==> src/design/lps_pkg.sv <==
package lps_pkg;

	// request codes carried in the mode field
	typedef enum logic [1:0] {
		MODE_CHECK   = 2'd0,
		MODE_EXEC    = 2'd1,
		MODE_RESTART = 2'd2
	} lps_mode_t;

	localparam int unsigned MODE_W = 2;
	localparam int unsigned STAT_W = 32;
	localparam int unsigned LOOP_W = 32;

	localparam logic [LOOP_W-1:0] LOOP_TIME_RST = 32'd10000;

	// last phase value of each divider, also its reset value
	localparam logic       PH2_LAST  = 1'b1;
	localparam logic [1:0] PH3_LAST  = 2'd2;
	localparam logic [1:0] PH4_LAST  = 2'd3;
	localparam logic [3:0] PH10_LAST = 4'd9;

	typedef struct packed {
		logic due;
		logic second;
		logic third;
		logic fourth;
		logic tenth;
	} lps_flags_t;

	typedef struct packed {
		logic [STAT_W-1:0] period_min;
		logic [STAT_W-1:0] period_max;
		logic [STAT_W-1:0] exec_min;
		logic [STAT_W-1:0] exec_max;
		logic [STAT_W-1:0] first_exec;
	} lps_stats_t;

endpackage

==> src/design/lps_core.sv <==
module lps_core import lps_pkg::*; #(
	parameter int unsigned TIME_WIDTH = 32
) (
	input  logic              clk,
	input  logic              arst_n,
	input  logic              upd_en,
	input  logic [MODE_W-1:0] mode,
	input  logic [31:0]       now_us,
	input  logic [LOOP_W-1:0] loop_time,
	output lps_flags_t        flags,
	output lps_stats_t        stats
);

	localparam int unsigned CMP_W = (TIME_WIDTH > LOOP_W) ? TIME_WIDTH : LOOP_W;

	logic [TIME_WIDTH-1:0] now_t;
	logic [TIME_WIDTH-1:0] elapsed;
	logic                  due;

	logic [TIME_WIDTH-1:0] start_q, start_d;
	logic [TIME_WIDTH-1:0] pmin_q, pmin_d;
	logic [TIME_WIDTH-1:0] pmax_q, pmax_d;
	logic [TIME_WIDTH-1:0] emin_q, emin_d;
	logic [TIME_WIDTH-1:0] emax_q, emax_d;
	logic [TIME_WIDTH-1:0] first_q, first_d;
	logic                  ph2_q, ph2_d;
	logic [1:0]            ph3_q, ph3_d;
	logic [1:0]            ph4_q, ph4_d;
	logic [3:0]            ph10_q, ph10_d;

	assign now_t   = TIME_WIDTH'(now_us);
	assign elapsed = now_t - start_q;

	always_comb begin
		start_d = start_q;
		pmin_d  = pmin_q;
		pmax_d  = pmax_q;
		emin_d  = emin_q;
		emax_d  = emax_q;
		first_d = first_q;
		ph2_d   = ph2_q;
		ph3_d   = ph3_q;
		ph4_d   = ph4_q;
		ph10_d  = ph10_q;
		due     = 1'b0;
		case (mode)
			MODE_CHECK: begin
				if (CMP_W'(elapsed) >= CMP_W'(loop_time)) begin
					due     = 1'b1;
					start_d = now_t;
					ph2_d   = (ph2_q >= PH2_LAST) ? 1'b0 : ph2_q + 1'b1;
					ph3_d   = (ph3_q >= PH3_LAST) ? 2'd0 : ph3_q + 2'd1;
					ph4_d   = (ph4_q >= PH4_LAST) ? 2'd0 : ph4_q + 2'd1;
					ph10_d  = (ph10_q >= PH10_LAST) ? 4'd0 : ph10_q + 4'd1;
					if (elapsed < pmin_q) begin
						pmin_d = elapsed;
					end
					if (elapsed > pmax_q) begin
						pmax_d = elapsed;
					end
				end
			end
			MODE_EXEC: begin
				if (elapsed < emin_q) begin
					emin_d = elapsed;
				end
				// first nonzero sample is parked apart from the max
				if (first_q == '0) begin
					first_d = elapsed;
				end else if (elapsed > emax_q) begin
					emax_d = elapsed;
				end
			end
			MODE_RESTART: begin
				start_d = now_t;
				ph2_d   = PH2_LAST;
				ph3_d   = PH3_LAST;
				ph4_d   = PH4_LAST;
				ph10_d  = PH10_LAST;
				pmin_d  = '1;
				pmax_d  = '0;
				emin_d  = '1;
				emax_d  = '0;
				first_d = '0;
			end
			default: begin
			end
		endcase
	end

	always_ff @(posedge clk or negedge arst_n) begin
		if (!arst_n) begin
			start_q <= '0;
			pmin_q  <= '1;
			pmax_q  <= '0;
			emin_q  <= '1;
			emax_q  <= '0;
			first_q <= '0;
			ph2_q   <= PH2_LAST;
			ph3_q   <= PH3_LAST;
			ph4_q   <= PH4_LAST;
			ph10_q  <= PH10_LAST;
		end else if (upd_en) begin
			start_q <= start_d;
			pmin_q  <= pmin_d;
			pmax_q  <= pmax_d;
			emin_q  <= emin_d;
			emax_q  <= emax_d;
			first_q <= first_d;
			ph2_q   <= ph2_d;
			ph3_q   <= ph3_d;
			ph4_q   <= ph4_d;
			ph10_q  <= ph10_d;
		end
	end

	// results reflect the state after this item
	assign flags.due    = due;
	assign flags.second = (ph2_d == 1'b0);
	assign flags.third  = (ph3_d == 2'd0);
	assign flags.fourth = (ph4_d == 2'd0);
	assign flags.tenth  = (ph10_d == 4'd0);

	assign stats.period_min = STAT_W'(pmin_d);
	assign stats.period_max = STAT_W'(pmax_d);
	assign stats.exec_min   = STAT_W'(emin_d);
	assign stats.exec_max   = STAT_W'(emax_d);
	assign stats.first_exec = STAT_W'(first_d);

endmodule

==> src/design/loop_period_scheduler_stats.sv <==
// loop period scheduler with timing statistics. each input item is a mode and
// a free-running microsecond timestamp; every item gives exactly one result
// item. a period check starts a new base period once loop_time microseconds
// have passed (modular subtraction), advances the divide-by-2/3/4/10 phase
// flags and tracks min/max period length; an execution end tracks min/max
// execution time (the first nonzero sample is held in first_exec and kept out
// of exec_max); a restart sets the period start and clears all statistics.
// rate: one item per clock while results are taken as they come. an item passes
// an input register, then the single update stage that reads and writes the
// scheduler state and loads the result register, which drives out_valid.
// the result register lets a new item enter while a result waits to be taken.
// loop_time is written through cfg_wr_en/cfg_wr_data; the user must write it only
// while idle, which the block itself does not enforce. it resets to 10000.
module loop_period_scheduler_stats import lps_pkg::*; #(
	parameter int unsigned TIME_WIDTH = 32
) (
	input  logic              clk,
	input  logic              arst_n,
	// configuration
	input  logic              cfg_wr_en,
	input  logic [LOOP_W-1:0] cfg_wr_data,
	// input channel
	input  logic              in_valid,
	output logic              in_ready,
	input  logic [MODE_W-1:0] mode,
	input  logic [31:0]       now_us,
	// result channel
	output logic              out_valid,
	input  logic              out_ready,
	output logic              period_due,
	output logic              every_second,
	output logic              every_third,
	output logic              every_fourth,
	output logic              every_tenth,
	output logic [STAT_W-1:0] period_min,
	output logic [STAT_W-1:0] period_max,
	output logic [STAT_W-1:0] exec_min,
	output logic [STAT_W-1:0] exec_max,
	output logic [STAT_W-1:0] first_exec
);

	logic [LOOP_W-1:0] loop_time_q;

	// input register
	logic              valid_s1;
	logic [MODE_W-1:0] mode_s1;
	logic [31:0]       now_s1;

	// result register
	logic              valid_s2;
	lps_flags_t        flags_s2;
	lps_stats_t        stats_s2;

	lps_flags_t        flags_nxt;
	lps_stats_t        stats_nxt;
	logic              adv_s1;

	// stage 1 moves on when the result slot is empty or being drained
	assign adv_s1   = valid_s1 && (!valid_s2 || out_ready);
	assign in_ready = !valid_s1 || adv_s1;

	always_ff @(posedge clk or negedge arst_n) begin
		if (!arst_n) begin
			loop_time_q <= LOOP_TIME_RST;
		end else if (cfg_wr_en) begin
			loop_time_q <= cfg_wr_data;
		end
	end

	always_ff @(posedge clk or negedge arst_n) begin
		if (!arst_n) begin
			valid_s1 <= 1'b0;
			valid_s2 <= 1'b0;
		end else begin
			if (in_ready) begin
				valid_s1 <= in_valid;
			end
			if (adv_s1) begin
				valid_s2 <= 1'b1;
			end else if (out_ready) begin
				valid_s2 <= 1'b0;
			end
		end
	end

	always_ff @(posedge clk) begin
		if (in_valid && in_ready) begin
			mode_s1 <= mode;
			now_s1  <= now_us;
		end
		if (adv_s1) begin
			flags_s2 <= flags_nxt;
			stats_s2 <= stats_nxt;
		end
	end

	// state update happens exactly once per item, as it leaves stage 1
	lps_core #(
		.TIME_WIDTH(TIME_WIDTH)
	) u_core (
		.clk      (clk),
		.arst_n   (arst_n),
		.upd_en   (adv_s1),
		.mode     (mode_s1),
		.now_us   (now_s1),
		.loop_time(loop_time_q),
		.flags    (flags_nxt),
		.stats    (stats_nxt)
	);

	assign out_valid    = valid_s2;
	assign period_due   = flags_s2.due;
	assign every_second = flags_s2.second;
	assign every_third  = flags_s2.third;
	assign every_fourth = flags_s2.fourth;
	assign every_tenth  = flags_s2.tenth;
	assign period_min   = stats_s2.period_min;
	assign period_max   = stats_s2.period_max;
	assign exec_min     = stats_s2.exec_min;
	assign exec_max     = stats_s2.exec_max;
	assign first_exec   = stats_s2.first_exec;

	// input side only stalls when both stages are full and the output stalls
	a_ready_stall: assert property (@(posedge clk) disable iff (!arst_n)
		!in_ready |-> (valid_s1 && valid_s2 && !out_ready))
		else $error("in_ready low without a full pipeline stall");

	// phase counters advance together, so divide-by-4 zero implies divide-by-2 zero
	a_phase_four: assert property (@(posedge clk) disable iff (!arst_n)
		(out_valid && every_fourth) |-> every_second)
		else $error("every_fourth set without every_second");

	a_phase_ten: assert property (@(posedge clk) disable iff (!arst_n)
		(out_valid && every_tenth) |-> every_second)
		else $error("every_tenth set without every_second");

	// a result slot that is filled must have come from stage 1
	a_fill_src: assert property (@(posedge clk) disable iff (!arst_n)
		(!$past(valid_s1) && $past(arst_n)) |-> (valid_s2 == ($past(valid_s2) && !$past(out_ready))))
		else $error("result register loaded without an item in stage 1");

endmodule

==> config.mk <==
export PLATFORM = sky130hd
export DESIGN_NAME = loop_period_scheduler_stats
export DESIGN_NICKNAME = d
export VERILOG_FILES = /design/src/design/lps_pkg.sv /design/src/design/lps_core.sv /design/src/design/loop_period_scheduler_stats.sv
export SDC_FILE = /design/constraint.sdc
export NUM_CORES = 1
export LEC_CHECK = 0
export BUFFER_PORTS_ARGS = -buffer_cell sky130_fd_sc_hd__buf_4
export CORE_MARGIN = 4
export CORE_UTILIZATION = 30
export CTS_CLUSTER_SIZE = 25
export DETAILED_ROUTE_END_ITERATION = 8
export PLACE_DENSITY = 0.57
export SLEW_MARGIN = 40
export SYNTH_ARGS = -nofsm -noshare
export SYNTH_HDL_FRONTEND = slang
export SYNTH_HIERARCHICAL = 1
export SYNTH_SLANG_ARGS = --single-unit
==> constraint.sdc <==
create_clock -name clk -period 8.91 [get_ports clk]
set_input_delay 0.4455 -clock clk [delete_from_list [all_inputs] [get_ports clk]]
set_output_delay 0.4455 -clock clk [all_outputs]
set_load 0.05 [all_outputs]
== Word level (Yosys, flattened, before mapping) ==
Index checks and enable logic that the tools add are counted.
Word-level totals
  bits in registers: 434
  input bits: 71
  output and inout bits: 167
  logic and storage cells: 87
Operators by class
  add/sub/neg operators: 5
  $lt $le $gt $ge: 9
  equal/unequal tests: 3
  multiplexer cells: 30
  bitwise gates (word level): 1
  reductions and logical operators: 14
Operators with widths (count)
  32-bit case mux with 2 select lines: 6
  32-bit 2-to-1 mux: 9
  32-bit greater-than comparator: 2
  32-bit less-than comparator: 2
  32-bit >= comparator: 1
  32-bit logical NOT: 1
  32-bit subtractor: 1
  2-bit 2-to-1 mux: 4
  4-bit 2-to-1 mux: 2
  2-bit case mux with 2 select lines: 2
  4-bit case mux with 2 select lines: 1
  2-bit logical NOT: 3
  1-bit 2-to-1 mux: 5
  2-bit by 1-bit adder with 2-bit output (second input constant): 2
  4-bit by 1-bit adder with 4-bit output (second input constant): 1
  2-bit >= comparator (second input constant): 2
  4-bit >= comparator (second input constant): 1
  4-bit logical NOT: 1
  2-bit nonzero test: 2
  3-bit AND reduction: 1
  2-bit by 1-bit equality test with 1-bit output (second input constant): 1
  2-bit equality test (second input constant): 1
  1-bit logical AND: 2
  1-bit logical NOT: 2
  other kinds (6): 7

== Depth between registers and ports, before layout ==
  depth in word-level cells: 5
  mapped depth: 25
  gate-level depth less buffers: 23

== Cells and area by module ==
The synthesis kept the hierarchy.
Modules (own cells, without submodules)
  lps_core: times used 1, cells each 1952, area an instance 16403.2 um^2, sequential area each 5117.4 um^2
  loop_period_scheduler_stats: times used 1, cells each 275, area an instance 7415.9 um^2, sequential area each 6832.8 um^2

== Worst setup path after synthesis ==
OpenSTA, ideal clock, no wires.
  path type: register to register
  start: reg valid_s2 (netlist: out_valid)
  end: reg u_core.start_q[28]
  library setup time: 134 ps
  data arrival time: 6589 ps
  required time: 8776 ps
  slack: 2188 ps
  stages on the path, launching flop included: 7
  buffers on the path: 1
  clock period less this slack: 6722 ps
  cells stage by stage: dfrtp_1 nand2b_1 and2_1 nand2_1 nor2_1 clkbuf_1 o21ai_0
On the way
  longest elaborated chain between the ends: 4
RTL lines
  from (decl): RTL line loop_period_scheduler_stats.sv:50  | logic valid_s2;
  from (signal assigned): RTL line loop_period_scheduler_stats.sv:73  | valid_s2 <= 1'b0;
  from (signal assigned): RTL line loop_period_scheduler_stats.sv:79  | valid_s2 <= 1'b1;
  from (signal assigned): RTL line loop_period_scheduler_stats.sv:81  | valid_s2 <= 1'b0;
  1-bit logical NOT: RTL line loop_period_scheduler_stats.sv:59  | assign adv_s1 = valid_s1 && (!valid_s2 || out_ready);
  1-bit logical OR: RTL line loop_period_scheduler_stats.sv:59
  1-bit logical AND: RTL line loop_period_scheduler_stats.sv:59
  named net adv_s1: RTL line loop_period_scheduler_stats.sv:56  | logic adv_s1;
  3-bit AND reduction (no line)
  to (signal assigned): RTL line lps_core.sv:104  | start_q <= start_d;
  to (decl): RTL line lps_core.sv:20  | logic [TIME_WIDTH-1:0] start_q, start_d;
The timed path passes the listed nets, and every way through them passes these cells.
A chain may end at the register's enable or synchronous reset.

==> results.cfg <==
[drt]
route.met3.wl_um = 5750
wl_per_cell_um = 23.0
wl_met2_um = 37100
m1WireLength_um = 36300
drt-total-wl_um = 82100
vias = 19300
post_drt_via_cell_ratio = 5.40
dr.pass1.iters = 5
top_layer_used = met5
drc = 0
drtIter0Drc = 1804
postRouteAntennaNets = 0

[sta]
skew_ns = 0.0190
fin_crit_sh_pct = 78.1
fin_crit_ns = 6.96
final.setup.tns_ns = 0
hold_violations = 0
fmax_mhz = 144
slew_viol_final = 0
rsz0062_at_grt = false
setup_viol_count_final = 0
relSlewSlack_pct = 42.8
worstMarginPinSlew_ns = 0.856

[grt]
grt_pass1_vias = 19300
grt_max_degree = 73
grt_overflow_total = 0
grt_usage_pct = 19.1
antenna_found_initial = 3
grt_first_pass_wirelength_um = 122000

[finish]
layout.nets = 2742
fillers = 7874
fin_util_pct = 36.9
area_delta_synth_final_pct = 22.1
drive_above_1_share_pct = 21.2
antenna_cells = 0
design_area_mm2 = 0.0291

[synth]
seq_area_frac_synth_pct = 50.2
async_reset_ff_share_pct = 54.1
ys.warnings.count = 6
synth_ff_type = edfxtp_1
synth_area_mm2 = 0.0238
synth_top_area_share_pct = 25.1
synth_cell_types = 80
synth_edf_count = 199
synth_nets = 2495
ys_top_cells_by_area = edfxtp_1, dfrtp_1, ha_1
syn_avg_cell_area_um2 = 10.7
synth_common_cells = inv_1, o21ai_0, nand2_1
yosysMostFrequentCell = inv_1
synth.ff_latch_count = 434
synth_area_leader_cell = edfxtp_1
synthCells = 2227

[critical_path]
setup.worst_path.end_class = register
cp-start-kind = register
crit_slowest_cell = xor2_1
crit_arrival_ns = 7.32
path_buf_inv = 5
crit_type = reg2reg
crit_family = compound AO/OA/AOI/OAI gates
worstPathRequired_ns = 9.28
path_cells = inv_1 -> ha_1 -> inv_1 -> fa_1 -> a21o_1 -> nand4_1 -> a21o_1 -> nand2_1 -> a31oi_1 -> xor2_1 -> inv_1 -> ha_1 -> nand2_1 -> o21ai_0 -> a221oi_1 -> a21boi_1 -> o41ai_4 -> nand3_2 -> inv_1 -> nand2_1 -> buf_4 -> o211ai_1
cp_common_cell = inv_1
cp_max_fo = 34
max_stage_delay_ns = 0.69

[die]
core_mm2 = 0.0789
die_w_um = 290
num_rows = 103
dieArea_mm2 = 0.0840
start_util_pct = 30.2
io_pins = 238
die_h_um = 290

[placed_design]
place_hpwl_um = 59000
port_buffers = 237
routabilityCongestion = 0.879
dpl_cell_area_mm2 = 0.0269

[cts]
clk_latency_ns = 0.62
h-tree-depth = 2
clkTransAtPathRegs_ns = 0.06
cts_root_buf = clkbuf_16
clock_sinks = 434
cts_made_buffers = 52
cts_tree = yes
cts_resized = 0
clock_path_buffers = 3

[run_status]
status = complete, no violations

[worst_hold_path]
holdCritPathClass = in2reg

[job]
maxCapViolCount = 0
## per-layer routing
metal	up-vias	GRT usage [%]
met2	791	30.3
met3	153	3.50
li1	8755	-
met1	9567	26.1
met4	2	6.57
met5	-	0
## placed cells by master, fill, tap and decap left out, drive strengths merged, types with 37 or more instances in the layout
cell,n
buf,288
inv,227
o21ai,209
nand2,201
edfxtp,199
ha,196
dfrtp,160
a22o,129
a21oi,109
dfstp,75
a21o,63
nor2,63
clkbuf,62
a22oi,58
o22ai,37
## path summary, 6_finish.rpt
path                       slack, ns  cells after the start                 start                             end
max in group asynchronous       7.10                      4                arst_n   u_core/pmax_q[13]$_DFFE_PN0P_
setup / recovery                1.95                     22   now_s1[0]$_DFFE_PP_        period_min[19]$_DFFE_PP_
min in group asynchronous       0.35                      2                arst_n    u_core/pmax_q[7]$_DFFE_PN0P_
hold reg to reg                 0.50                      2  now_s1[30]$_DFFE_PP_  u_core/start_q[30]$_DFFE_PN0P_
hold / removal                  0.03                      1             now_us[8]             now_s1[8]$_DFFE_PP_
setup reg to reg                1.95                     22   now_s1[0]$_DFFE_PP_        period_min[19]$_DFFE_PP_
## cell families after synthesis
| kind of cell | share of synthesized area (%) |
|---|---|
| AO/OA/AOI/OAI | 21.9 |
| XOR/XNOR | 1.13 |
| adder cells (fa/ha/maj) | 10.4 |
| buffers and inverters | 5.92 |
| flip-flops | 50.2 |
| multiplexers | 2.38 |
| AND/OR/NAND/NOR | 8.14 |
## final cells by class
class / instances / area (um2) / share of cell area (%)
clock buffers: 61 / 1380 / 4.73
clock inverters: 37 / 541 / 1.86
inverters: 226 / 848 / 2.92
multi-input cells: 1443 / 10500 / 36.2
flip-flops and latches: 434 / 12000 / 41.1
well taps: 1050 / 1310 / 4.52
repair buffers: 317 / 2520 / 8.68
## stage by stage
| stage | setup slack, ns | cells | hold WS (ns) |
|---|---|---|---|
| floorplan | 2.19 | 2227 | 0.150 |
| global placement | 2.18 | 3440 | 0.472 |
| detailed placement | 2.10 | 3442 | 0.386 |
| CTS | 2.09 | 3568 | 0.00484 |
| global route | 1.62 | 3568 | 0.0150 |
| finish | 1.95 | 3568 | 0.0345 |
## what timing repair did
| item | in CTS | in global routing |
|---|---|---|
| endpoints found under the hold margin | 50 | 0 |
| buffers inserted | 0 | 0 |
| hold buffers | 28 | 0 |
Power is not shown: default switching activity piles up to over one toggle a cycle in this logic, so the estimate is an artifact.
